===== src/hdl/dshot_frame_encoder_unit_assert.svh =====
// Assertion macros for the DShot frame encoder.
`ifndef DSHOT_FRAME_ENCODER_UNIT_ASSERT_SVH
`define DSHOT_FRAME_ENCODER_UNIT_ASSERT_SVH

// Same-cycle implication, disabled while in reset.
`define DFE_ASSERT_IMPL(label, clk, rst_n, ante, cons) \
	label: assert property (@(posedge clk) disable iff (!(rst_n)) (ante) |-> (cons)) \
		else $error("dshot frame encoder: check failed");

// Next-cycle implication, disabled while in reset.
`define DFE_ASSERT_NEXT(label, clk, rst_n, ante, cons) \
	label: assert property (@(posedge clk) disable iff (!(rst_n)) (ante) |=> (cons)) \
		else $error("dshot frame encoder: check failed");

`endif


===== src/hdl/dfe_pkg.sv =====
// Types and constants shared by the DShot frame encoder.
`default_nettype none
package dfe_pkg;

	localparam int FRAME_BITS = 16;
	localparam int SYM_IDX_W  = 5;
	localparam logic [10:0] THROTTLE_LOWEST = 11'd48;

	localparam logic [7:0]  RST_BIT_PERIOD = 8'd19;
	localparam logic [7:0]  RST_ONE_HIGH   = 8'd14;
	localparam logic [7:0]  RST_ZERO_HIGH  = 8'd7;
	localparam logic [14:0] RST_PAUSE      = 15'd3800;

	typedef enum logic {
		OP_THROTTLE = 1'b0,
		OP_COMMAND  = 1'b1
	} opcode_t;

	typedef enum logic [1:0] {
		REG_BIT_PERIOD = 2'd0,
		REG_ONE_HIGH   = 2'd1,
		REG_ZERO_HIGH  = 2'd2,
		REG_PAUSE      = 2'd3
	} cfg_reg_t;

	typedef struct packed {
		logic [7:0]  bit_period;
		logic [7:0]  one_high;
		logic [7:0]  zero_high;
		logic [14:0] pause;
	} cfg_t;

	typedef struct packed {
		logic                  err;
		logic [FRAME_BITS-1:0] frame;
	} entry_t;

	typedef struct packed {
		logic full;
		logic empty;
	} q_status_t;

	typedef struct packed {
		logic busy;
	} back_status_t;

endpackage
`default_nettype wire


===== src/hdl/dfe_in_if.sv =====
// Request channel carrying one frame request per transaction.
`default_nettype none
interface dfe_in_if;
	logic        valid;
	logic        ready;
	logic        opcode;
	logic [10:0] frame_value;
	logic        telemetry_request;

	modport source(output valid, output opcode, output frame_value,
		output telemetry_request, input ready);
	modport sink(input valid, input opcode, input frame_value,
		input telemetry_request, output ready);
endinterface
`default_nettype wire


===== src/hdl/dfe_out_if.sv =====
// Symbol channel carrying one pulse symbol per transaction.
`default_nettype none
interface dfe_out_if;
	logic        valid;
	logic        ready;
	logic [7:0]  high_ticks;
	logic [14:0] low_ticks;
	logic        last_symbol;
	logic        range_error;

	modport source(output valid, output high_ticks, output low_ticks,
		output last_symbol, output range_error, input ready);
	modport sink(input valid, input high_ticks, input low_ticks,
		input last_symbol, input range_error, output ready);
endinterface
`default_nettype wire


===== src/hdl/dshot_frame_encoder_unit.sv =====
// DShot frame encoder top level: configuration registers, front end, queue, back end.
//
// in_ch carries frame requests (opcode, frame_value, telemetry_request); out_ch
// carries pulse symbols (high_ticks, low_ticks, last_symbol, range_error).
// Transactions complete where valid and ready are both high.
// A valid frame yields 16 bit symbols, MSB first, then a pause symbol with
// last_symbol set. A throttle below 48 yields one error symbol instead.
// A request passes through the queue and then the output register of the back end.
// Throughput: one symbol per cycle while out_ch is ready, set by the single output
// register of the back end. The front end takes requests into a queue of
// QUEUE_DEPTH entries and keeps accepting while the back end is busy.
// A stall on out_ch holds the output symbol; once the queue fills, in_ch
// ready falls. Reset clears the queue, the back end and the output valid, and
// loads the register defaults (19, 14, 7, 3800). cfg_we writes register
// cfg_index; write only while the block is idle.
`default_nettype none
`include "dshot_frame_encoder_unit_assert.svh"
module dshot_frame_encoder_unit #(
	parameter int QUEUE_DEPTH = 2
) (
	input  wire logic        clk,
	input  wire logic        arst_n,
	input  wire logic        cfg_we,
	input  wire logic [1:0]  cfg_index,
	input  wire logic [14:0] cfg_data,
	dfe_in_if.sink           in_ch,
	dfe_out_if.source        out_ch
);
	dfe_pkg::cfg_t         cfg_q;
	dfe_pkg::entry_t       push_entry;
	dfe_pkg::entry_t       head;
	dfe_pkg::q_status_t    q_status;
	dfe_pkg::back_status_t back_status;
	logic                  pop;

	always_ff @(posedge clk or negedge arst_n) begin
		if (!arst_n) begin
			cfg_q.bit_period <= dfe_pkg::RST_BIT_PERIOD;
			cfg_q.one_high <= dfe_pkg::RST_ONE_HIGH;
			cfg_q.zero_high <= dfe_pkg::RST_ZERO_HIGH;
			cfg_q.pause <= dfe_pkg::RST_PAUSE;
		end else if (cfg_we) begin
			unique case (dfe_pkg::cfg_reg_t'(cfg_index))
				dfe_pkg::REG_BIT_PERIOD: cfg_q.bit_period <= cfg_data[7:0];
				dfe_pkg::REG_ONE_HIGH:   cfg_q.one_high <= cfg_data[7:0];
				dfe_pkg::REG_ZERO_HIGH:  cfg_q.zero_high <= cfg_data[7:0];
				dfe_pkg::REG_PAUSE:      cfg_q.pause <= cfg_data;
				default: ;
			endcase
		end
	end

	assign in_ch.ready = !q_status.full;

	dfe_front u_front (
		.opcode            (in_ch.opcode),
		.frame_value       (in_ch.frame_value),
		.telemetry_request (in_ch.telemetry_request),
		.entry             (push_entry)
	);

	dfe_queue #(
		.DEPTH (QUEUE_DEPTH)
	) u_queue (
		.clk       (clk),
		.arst_n    (arst_n),
		.push      (in_ch.valid),
		.push_data (push_entry),
		.pop       (pop),
		.head      (head),
		.status    (q_status)
	);

	dfe_back u_back (
		.clk      (clk),
		.arst_n   (arst_n),
		.cfg      (cfg_q),
		.head     (head),
		.q_status (q_status),
		.pop      (pop),
		.status   (back_status),
		.out_ch   (out_ch)
	);

	`DFE_ASSERT_IMPL(a_error_shape, clk, arst_n,
		out_ch.valid && out_ch.range_error,
		out_ch.last_symbol && (out_ch.high_ticks == 8'd0) && (out_ch.low_ticks == 15'd0))
	`DFE_ASSERT_IMPL(a_pause_shape, clk, arst_n,
		out_ch.valid && out_ch.last_symbol && !out_ch.range_error,
		(out_ch.high_ticks == 8'd0) && (out_ch.low_ticks == cfg_q.pause))
	`DFE_ASSERT_NEXT(a_drain_idle, clk, arst_n,
		q_status.empty && !back_status.busy && out_ch.valid && out_ch.ready,
		!out_ch.valid)
endmodule
`default_nettype wire


===== src/hdl/dfe_front.sv =====
// Front end: range check and frame assembly with checksum.
`default_nettype none
module dfe_front (
	input  wire logic           opcode,
	input  wire logic [10:0]    frame_value,
	input  wire logic           telemetry_request,
	output dfe_pkg::entry_t     entry
);
	logic [11:0] twelve;
	logic [3:0]  crc;

	always_comb begin
		twelve = {frame_value, telemetry_request};
		crc = twelve[3:0] ^ twelve[7:4] ^ twelve[11:8];
		entry.frame = {twelve, crc};
		entry.err = (dfe_pkg::opcode_t'(opcode) == dfe_pkg::OP_THROTTLE) &&
			(frame_value < dfe_pkg::THROTTLE_LOWEST);
	end
endmodule
`default_nettype wire


===== src/hdl/dfe_queue.sv =====
// Short FIFO between the front end and the symbol generator.
`default_nettype none
module dfe_queue #(
	parameter int DEPTH = 2
) (
	input  wire logic             clk,
	input  wire logic             arst_n,
	input  wire logic             push,
	input  wire dfe_pkg::entry_t  push_data,
	input  wire logic             pop,
	output dfe_pkg::entry_t       head,
	output dfe_pkg::q_status_t    status
);
	localparam int PTR_W = (DEPTH > 1) ? $clog2(DEPTH) : 1;
	localparam int CNT_W = $clog2(DEPTH + 1);

	dfe_pkg::entry_t  mem_q [DEPTH];
	logic [PTR_W-1:0] wr_ptr_q;
	logic [PTR_W-1:0] rd_ptr_q;
	logic [CNT_W-1:0] count_q;
	logic             do_push;
	logic             do_pop;

	always_comb begin
		status.full = (count_q == CNT_W'(DEPTH));
		status.empty = (count_q == '0);
		do_push = push && !status.full;
		do_pop = pop && !status.empty;
		head = mem_q[rd_ptr_q];
	end

	always_ff @(posedge clk or negedge arst_n) begin
		if (!arst_n) begin
			wr_ptr_q <= '0;
			rd_ptr_q <= '0;
			count_q <= '0;
		end else begin
			if (do_push) begin
				wr_ptr_q <= (wr_ptr_q == PTR_W'(DEPTH - 1)) ? '0 : wr_ptr_q + 1'b1;
			end
			if (do_pop) begin
				rd_ptr_q <= (rd_ptr_q == PTR_W'(DEPTH - 1)) ? '0 : rd_ptr_q + 1'b1;
			end
			if (do_push && !do_pop) begin
				count_q <= count_q + 1'b1;
			end else if (do_pop && !do_push) begin
				count_q <= count_q - 1'b1;
			end
		end
	end

	always_ff @(posedge clk) begin
		if (do_push) begin
			mem_q[wr_ptr_q] <= push_data;
		end
	end
endmodule
`default_nettype wire


===== src/hdl/dfe_back.sv =====
// Back end: shifts frames out as pulse symbols into the output register.
`default_nettype none
module dfe_back (
	input  wire logic                  clk,
	input  wire logic                  arst_n,
	input  wire dfe_pkg::cfg_t         cfg,
	input  wire dfe_pkg::entry_t       head,
	input  wire dfe_pkg::q_status_t    q_status,
	output logic                       pop,
	output dfe_pkg::back_status_t      status,
	dfe_out_if.source                  out_ch
);
	logic                           busy_q;
	logic [dfe_pkg::FRAME_BITS-1:0] frame_shift_q;
	logic [dfe_pkg::SYM_IDX_W-1:0]  symbol_index_q;
	logic                           out_valid_q;
	logic [7:0]                     high_q;
	logic [14:0]                    low_q;
	logic                           last_q;
	logic                           err_q;

	logic       advance;
	logic       sym_bit;
	logic [7:0] bit_high;
	logic [7:0] bit_low;
	logic       at_pause;

	always_comb begin
		advance = !out_valid_q || out_ch.ready;
		sym_bit = busy_q ? frame_shift_q[dfe_pkg::FRAME_BITS-1]
			: head.frame[dfe_pkg::FRAME_BITS-1];
		bit_high = sym_bit ? cfg.one_high : cfg.zero_high;
		bit_low = (cfg.bit_period > bit_high) ? (cfg.bit_period - bit_high) : 8'd0;
		at_pause = (symbol_index_q == dfe_pkg::SYM_IDX_W'(dfe_pkg::FRAME_BITS));
		pop = advance && !busy_q && !q_status.empty;
		status.busy = busy_q;
		out_ch.valid = out_valid_q;
		out_ch.high_ticks = high_q;
		out_ch.low_ticks = low_q;
		out_ch.last_symbol = last_q;
		out_ch.range_error = err_q;
	end

	always_ff @(posedge clk or negedge arst_n) begin
		if (!arst_n) begin
			busy_q <= 1'b0;
			out_valid_q <= 1'b0;
			frame_shift_q <= '0;
			symbol_index_q <= '0;
		end else if (advance) begin
			if (busy_q) begin
				out_valid_q <= 1'b1;
				if (at_pause) begin
					busy_q <= 1'b0;
					symbol_index_q <= symbol_index_q + 1'b1;
				end else begin
					frame_shift_q <= {frame_shift_q[dfe_pkg::FRAME_BITS-2:0], 1'b0};
					symbol_index_q <= symbol_index_q + 1'b1;
				end
			end else if (!q_status.empty) begin
				out_valid_q <= 1'b1;
				if (!head.err) begin
					busy_q <= 1'b1;
					frame_shift_q <= {head.frame[dfe_pkg::FRAME_BITS-2:0], 1'b0};
					symbol_index_q <= dfe_pkg::SYM_IDX_W'(1);
				end
			end else begin
				out_valid_q <= 1'b0;
			end
		end
	end

	always_ff @(posedge clk) begin
		if (advance) begin
			if (busy_q && at_pause) begin
				high_q <= 8'd0;
				low_q <= cfg.pause;
				last_q <= 1'b1;
				err_q <= 1'b0;
			end else if (!busy_q && head.err) begin
				high_q <= 8'd0;
				low_q <= 15'd0;
				last_q <= 1'b1;
				err_q <= 1'b1;
			end else begin
				high_q <= bit_high;
				low_q <= {7'd0, bit_low};
				last_q <= 1'b0;
				err_q <= 1'b0;
			end
		end
	end
endmodule
`default_nettype wire


===== src/flat_wrapper.sv =====
// flat-port wrapper written by rule: the top's interface ports become plain ports
module dshot_frame_encoder_unit_flat 
#(
	parameter int QUEUE_DEPTH = 2
)
  (clk, arst_n, cfg_we, cfg_index, cfg_data, in_ch_valid, in_ch_opcode, in_ch_frame_value, in_ch_telemetry_request, in_ch_ready, out_ch_valid, out_ch_high_ticks, out_ch_low_ticks, out_ch_last_symbol, out_ch_range_error, out_ch_ready);
  dfe_in_if in_ch_i ();
  dfe_out_if out_ch_i ();
  input  wire logic clk;
  input  wire logic arst_n;
  input  wire logic cfg_we;
  input  wire logic [1:0] cfg_index;
  input  wire logic [14:0] cfg_data;
  input wire logic [$bits(in_ch_i.valid)-1:0] in_ch_valid;
  input wire logic [$bits(in_ch_i.opcode)-1:0] in_ch_opcode;
  input wire logic [$bits(in_ch_i.frame_value)-1:0] in_ch_frame_value;
  input wire logic [$bits(in_ch_i.telemetry_request)-1:0] in_ch_telemetry_request;
  output wire logic [$bits(in_ch_i.ready)-1:0] in_ch_ready;
  output wire logic [$bits(out_ch_i.valid)-1:0] out_ch_valid;
  output wire logic [$bits(out_ch_i.high_ticks)-1:0] out_ch_high_ticks;
  output wire logic [$bits(out_ch_i.low_ticks)-1:0] out_ch_low_ticks;
  output wire logic [$bits(out_ch_i.last_symbol)-1:0] out_ch_last_symbol;
  output wire logic [$bits(out_ch_i.range_error)-1:0] out_ch_range_error;
  input wire logic [$bits(out_ch_i.ready)-1:0] out_ch_ready;
  assign in_ch_i.valid = in_ch_valid;
  assign in_ch_i.opcode = in_ch_opcode;
  assign in_ch_i.frame_value = in_ch_frame_value;
  assign in_ch_i.telemetry_request = in_ch_telemetry_request;
  assign in_ch_ready = in_ch_i.ready;
  assign out_ch_valid = out_ch_i.valid;
  assign out_ch_high_ticks = out_ch_i.high_ticks;
  assign out_ch_low_ticks = out_ch_i.low_ticks;
  assign out_ch_last_symbol = out_ch_i.last_symbol;
  assign out_ch_range_error = out_ch_i.range_error;
  assign out_ch_i.ready = out_ch_ready;
  dshot_frame_encoder_unit #(.QUEUE_DEPTH(QUEUE_DEPTH)) u_core (.clk(clk), .arst_n(arst_n), .cfg_we(cfg_we), .cfg_index(cfg_index), .cfg_data(cfg_data), .in_ch(in_ch_i), .out_ch(out_ch_i));
endmodule

===== config.mk =====
export PLATFORM = sky130hd
export DESIGN_NAME = dshot_frame_encoder_unit_flat
export DESIGN_NICKNAME = d
export VERILOG_FILES = /design/src/hdl/dfe_pkg.sv /design/src/hdl/dfe_in_if.sv /design/src/hdl/dfe_out_if.sv /design/src/hdl/dshot_frame_encoder_unit.sv /design/src/hdl/dfe_front.sv /design/src/hdl/dfe_queue.sv /design/src/hdl/dfe_back.sv /design/src/flat_wrapper.sv
export VERILOG_INCLUDE_DIRS = /design/src /design/src/hdl
export SDC_FILE = /design/constraint.sdc
export NUM_CORES = 1
export LEC_CHECK = 0
export ABC_AREA = 1
export CAP_MARGIN = 20
export CORE_ASPECT_RATIO = 1.2
export CORE_UTILIZATION = 35
export DETAILED_ROUTE_END_ITERATION = 8
export DONT_BUFFER_PORTS = 1
export GPL_TIMING_DRIVEN = 0
export PLACE_DENSITY = 0.6
export REMOVE_ABC_BUFFERS = 1
export SETUP_SLACK_MARGIN = 0.4
export SYNTH_ARGS = -nofsm -noshare
export SYNTH_HDL_FRONTEND = slang
export SYNTH_SLANG_ARGS = --single-unit

===== constraint.sdc =====
create_clock -name clk -period 3.1 [get_ports clk]
set_clock_uncertainty 0.1 [all_clocks]
set_input_delay 0.31 -clock clk [delete_from_list [all_inputs] [get_ports clk]]
set_output_delay 0.31 -clock clk [all_outputs]
set_load 0.02 [all_outputs]

After elaboration in Yosys (flattened, before gate mapping):

Memories as Yosys holds them, arrays and structs flattened.
Index checks and enable logic that the tools add are counted.

* register bits after elaboration: 91
* memory bits (writable): 34
* bits of input ports: 35
* output and inout bits: 27
* word-level logic and storage cells: 86
* memories: 1

Memory list
* u_core.u_queue.mem_q: words 2, bits a word 17, rd ports 1, clocked after Yosys merged registers in 0, write ports 1, line dfe_queue.sv:17 `dfe_pkg::entry_t mem_q [DEPTH];`

* $add $sub $neg: 6
* order comparisons: 2
* eq/ne operators: 8
* mux-type cells: 25
* bitwise gates (word level): 3
* reductions and logical operators: 26

Operators with widths (number)
* 16-bit 2-to-1 mux: 4
* 8-bit 2-to-1 mux: 3
* 15-bit 2-to-1 mux: 1
* 5-bit 2-to-1 mux: 3
* 1-bit 2-to-1 mux: 12
* 11-bit by 6-bit less-than comparator with 1-bit output, second input constant: 1
* 1-bit logical AND: 9
* 8-bit greater-than comparator: 1
* 2-bit AND reduction: 4
* 8-bit subtractor: 1
* 4-bit bitwise XOR: 2
* 2-bit equality test, second input constant: 3
* 1-bit logical NOT: 6
* 5-bit by 1-bit adder with 5-bit output, second input constant: 1
* 5-bit equality test, second input constant: 1
* 2-bit logical NOT: 2
* 2-bit 2-to-1 mux: 2
* 2-bit by 1-bit inequality test with 1-bit output, second input constant: 2
* 4-bit AND reduction: 1
* 3-bit AND reduction: 1
* 1-bit adder, second input constant: 2
* 2-bit by 1-bit adder with 2-bit output, second input constant: 1
* 2-bit by 1-bit equality test with 1-bit output, second input constant: 1
* 2-bit inequality test, second input constant: 1
* 5 further kinds: 5

Logic depth before layout (Yosys ltp):

* depth in word-level cells: 8
* mapped depth: 19
* gate-level depth less buffers: 17

Modules after synthesis:

From an unflattened synthesis, not the netlist that was laid out.

* cell total of the unflattened synthesis: 670
* area total of the unflattened synthesis: 6147.1 um2

By module, submodules not included
* dfe_back: instances 1, cells each 321, area an instance 2690.1 um2, sequential area each 1301.2 um2
* dshot_frame_encoder_unit: instances 1, cells each 176, area an instance 1726.7 um2, sequential area each 996.0 um2
* dfe_queue: instances 1, cells each 120, area an instance 1473.9 um2, sequential area each 1121.1 um2
* dfe_front: instances 1, cells each 53, area an instance 256.5 um2, sequential area each 0.0 um2

Worst setup path before layout:

No wires, ideal clock.

* path kind: reg2reg
* start point: reg u_core.u_back.busy_q, in the netlist u_core.u_back.status
* end point: reg u_core.u_back.low_q[3], in the netlist u_core.u_back.out_ch.low_ticks[3], data pin
* setup time: 0.256 ns
* arrival: 2.037 ns
* data required time: 2.744 ns
* setup slack: 0.707 ns
* stages on the path, launching flop included: 14
* path buffers: 2
* cells stage by stage: dfrtp_1 buf_2 inv_4 nand3_4 nand2_2 buf_6 mux2i_1 ha_1 inv_1 o21bai_2 a21boi_2 nand2_2 nand2_4 o21ai_1

* longest elaborated chain between the ends: 6

RTL lines
* from (decl): line dfe_back.sv:13 `logic busy_q;`
* from (signal assigned): line dfe_back.sv:46 `busy_q <= 1'b0;`
* from (signal assigned): line dfe_back.sv:54 `busy_q <= 1'b0;`
* from (signal assigned): line dfe_back.sv:63 `busy_q <= 1'b1;`
* 1-bit 2-to-1 mux: line dfe_back.sv:30 `sym_bit = busy_q ? frame_shift_q[dfe_pkg::FRAME_BITS-1]`
* 8-bit 2-to-1 mux: line dfe_back.sv:32 `bit_high = sym_bit ? cfg.one_high : cfg.zero_high;`
* 8-bit subtractor or 8-bit greater-than comparator (tied branches): line dfe_back.sv:33 `bit_low = (cfg.bit_period > bit_high) ? (cfg.bit_period - bit_high) : 8'd0;`
* 8-bit 2-to-1 mux: line dfe_back.sv:33
* 8-bit 2-to-1 mux: line dfe_back.sv:80 `end else if (!busy_q && head.err) begin`
* 15-bit 2-to-1 mux *: line dfe_back.sv:75 `if (busy_q && at_pause) begin`
* to (signal assigned): line dfe_back.sv:77 `low_q <= cfg.pause;`
* to (signal assigned): line dfe_back.sv:87 `low_q <= {7'd0, bit_low};`
* to (decl): line dfe_back.sv:18 `logic [14:0] low_q;`

Mark *: on every way between the ends. The rest lies on a longest branch, timed or not.
A chain may end at the register's enable or synchronous reset.

Worst setup path after layout:

* start point: reg u_core.u_queue.rd_ptr_q
* end point: reg u_core.u_back.low_q[0], in the netlist u_core.u_back.out_ch.low_ticks[0], data pin

* longest elaborated chain between the ends: 7

RTL lines
* from (decl): line dfe_queue.sv:19 `logic [PTR_W-1:0] rd_ptr_q;`
* from (signal assigned): line dfe_queue.sv:42 `rd_ptr_q <= (rd_ptr_q == PTR_W'(DEPTH - 1)) ? '0 : rd_ptr_q + 1'b1;`
* memory 2 x 17 bit *
* 1-bit 2-to-1 mux: line dfe_back.sv:30
* 8-bit 2-to-1 mux: line dfe_back.sv:32
* 8-bit subtractor or 8-bit greater-than comparator (tied branches): line dfe_back.sv:33
* 8-bit 2-to-1 mux: line dfe_back.sv:33
* 8-bit 2-to-1 mux *: line dfe_back.sv:80
* 15-bit 2-to-1 mux *: line dfe_back.sv:75

Marks and branches as above.

==> impl_metrics.json <==
{
  "clk_pin_slew_worst_paths_ns": 0.05,
  "hpwl_um": 7650,
  "num_antenna_cells": 0,
  "startpoint_type": "flop",
  "cp_cell_sequence": "nand2_2 -> nand3_4 -> nand2_8 -> mux2i_2 -> ha_1 -> inv_1 -> o21bai_2 -> a21boi_2 -> nand2_2 -> nand2_4 -> o21ai_1",
  "run_status": "finished clean",
  "syn-cell-area_sq_mm": 0.00565,
  "final_antenna_net_count": 0,
  "synth_edf_count": 59,
  "grt_use_met1_pct": 16.9,
  "dp.cells": 757,
  "io_buffers": 0,
  "avgSynthCellArea_sq_um": 10.1,
  "placed_area_sq_mm": 0.00590,
  "r2r_start": "u_core.u_queue.rd_ptr_q",
  "ys.flop_type": "edfxtp_1",
  "cpPeakStageDelay_ns": 0.52,
  "grt_pass1_wl_um": 19200,
  "grt_pass1_vias": 3952,
  "critPathCaptureType": "flop",
  "power.density_mw_per_mm2": 990,
  "slew_violations": 0,
  "wl_per_cell_um": 13.7,
  "grt_use_total_pct": 15.0,
  "cts_buffers": 17,
  "startpoint": "u_core.u_queue.rd_ptr_q",
  "grt_use_met2_pct": 26.8,
  "wirelength_um": 11400,
  "antenna_found_initial": 0,
  "fp.dieW_um": 118,
  "via_per_inst": 4.75,
  "netlist_top_cells_count": "nand2_1, edfxtp_1, inv_1",
  "async_reset_ff_share_pct": 52.4,
  "tightest_slew_ns": 0.597,
  "rows": 50,
  "rsz0062_at_grt": "true",
  "multi_input_area_sq_mm": 0.00194,
  "clk_latency_ns": 0.41,
  "maxCapViolations": 0,
  "yosysMostFrequentCell": "nand2_1",
  "regArea_sq_mm": 0.00342,
  "timing.fmax_mhz": 391,
  "irDropWorstVdd_v": 0.000527,
  "fin_cells": 829,
  "dieArea_sq_mm": 0.0167,
  "hold_violations": 0,
  "top_usage_layer": "met2",
  "fillers": 1482,
  "synth_area_leaders": "edfxtp_1, dfrtp_1, nand2_1, dfstp_2, inv_1",
  "setup_viol": 0,
  "area_delta_synth_final_pct": 21.9,
  "cts-htree-levels": 4,
  "initial_utilization_pct": 36.0,
  "drive_gt1_share_pct": 15.8,
  "cts.sinks": 124,
  "fin_setup_tns_ns": 0,
  "drc": 0,
  "coreArea_sq_mm": 0.0157,
  "dieHeight_um": 141,
  "worstPathRequired_ns": 3.15,
  "crit_arrival_ns": 2.61,
  "vias": 3938,
  "crit_path_top_delay_cell": "dfrtp_4",
  "fin_crit_ns": 2.56,
  "synth-seq-cells": 124,
  "ys_warn_count": 0,
  "drt_iter0_markers": 136,
  "cts_root_buf": "clkbuf_16",
  "gr-usage-met3_pct": 4.09,
  "path_class": "reg2reg",
  "io_pins": 62,
  "finalCritPeriodShare_pct": 82.6,
  "fin_nets": 651,
  "hp-class": "in2reg",
  "synth_top_area_share_pct": 31.3,
  "critPathTopFamily": "simple AND/OR/NAND/NOR gates",
  "crit_fanout": 8,
  "final_area_sq_mm": 0.00689,
  "cts_tree": "built",
  "grt-ovfl-total": 0,
  "ys_types": 38,
  "syn_inst": 562,
  "path_buf_inv": 1,
  "yosysSeqAreaShare_pct": 60.5,
  "power.leakage_nw": 3.03,
  "max_slew_margin_pct": 60.1,
  "synth_top_cell_by_area": "edfxtp_1",
  "grt_max_degree": 66,
  "globalplace.congestion": 0.945,
  "clk_path_buf_depth": 2,
  "min_from": "cfg_data[7]",
  "crit_top_cell": "nand2_2",
  "drt_pass1_iterations": 5
}
-- path summary, 6_finish.rpt --
check                           cells after the start  slack, ns                           endpoint
worst max-delay path                               11       0.54  u_core.u_back.out_ch.low_ticks[0]
worst min-delay path                                2       0.02                    u_core.cfg_q[7]
worst max register to register                     11       0.54  u_core.u_back.out_ch.low_ticks[0]
worst min register to register                      2       0.38                   u_core.cfg_q[11]
max in group asynchronous                           2       2.24                   u_core.cfg_q[11]
min in group asynchronous                           2       0.33                    u_core.cfg_q[5]
-- routing by layer --
layer	wire (um)	share of wire (%)
met3	416	3.7
met5	0	0
met2	5890	52
met1	4920	43
met4	172	1.5
-- timing repair --
action                                 4_1_cts  5_1_grt
setup endpoints to repair                   23        8
setup buffers                                3        8
pin swaps                                    0        4
hold buffers                                27        0
cloned                                       1        0
endpoints found under the hold margin      112        0
resized for setup                            9        3
-- flip-flops by register name, indices dropped and copies added (netlist names) --
| register | flops |
|---|---|
| u_core.cfg_q | 39 |
| u_core.u_back.frame_shift_q | 15 |
| u_core.u_back.out_ch.high_ticks | 8 |
| u_core.u_back.out_ch.last_symbol | 1 |
| u_core.u_back.out_ch.low_ticks | 15 |
| u_core.u_back.out_ch.range_error | 1 |
| u_core.u_back.out_ch.valid | 1 |
| u_core.u_back.status | 1 |
| u_core.u_back.symbol_index_q | 5 |
| u_core.u_queue.count_q | 2 |
| u_core.u_queue.mem_q | 34 |
| u_core.u_queue.rd_ptr_q | 1 |
| u_core.u_queue.wr_ptr_q | 1 |
-- area by class of cell --
cell class	instances	share of cell area [%]
Timing Repair Buffer	42	6.61
Multi-Input combinational cell	360	28.2
Tap cell	208	3.77
Timing Repair inverter	1	0.0544
Clock buffer	22	6.59
Sequential cell	124	49.7
Inverter	62	3.67
Clock inverter	10	1.45
-- logic make-up after synthesis --
| group | count (synthesis) | share of synthesized area [%] |
|---|---|---|
| flops | 124 | 60.5 |
| fa+ha+maj | 8 | 1.77 |
| compound gates | 79 | 8.21 |
| mux | 4 | 0.708 |
| buf+inv | 78 | 5.64 |
| simple gates | 256 | 21.2 |
| xor+xnor | 13 | 2.01 |
-- cells in the final DEF (no fill, tap or decap), types with 7 or more instances in the layout --
cell	synthesis	final
a21oi_1	13	13
buf_4	0	11
clkbuf_16	0	17
dfrtp_1	49	47
dfstp_2	16	16
dlygate4sd3_1	0	26
edfxtp_1	59	59
ha_1	8	8
inv_1	58	58
nand2_1	144	144
nand2_2	8	7
nand3_1	41	41
nor2_1	34	32
o211ai_1	14	14
o21ai_0	42	41
xor2_1	7	7
-- per-stage QoR --
| stage | power [mW] | util [%] | setup WS [ns] | hold slack, ns |
|---|---|---|---|---|
| final | 6.83 | 43.9 | 0.540 | 0.0201 |
| after global routing | 7.31 | 43.9 | 0.389 | 0.00947 |
| after CTS | 6.80 | 43.3 | 0.409 | 0.00580 |
| after detailed placement | 4.78 | 37.6 | -0.263 | -0.0834 |
| after global placement | 4.68 | 37.2 | -0.250 | -0.0828 |
| after floorplan | 4.26 | - | 0.383 | -0.0856 |
-- power by group --
group	switching, mW	internal, mW	total [mW]
Combinational	1.43	0.844	2.27
Clock	0.657	1.19	1.85
Sequential	0.389	2.32	2.71
(Power assumes the default switching activity.)
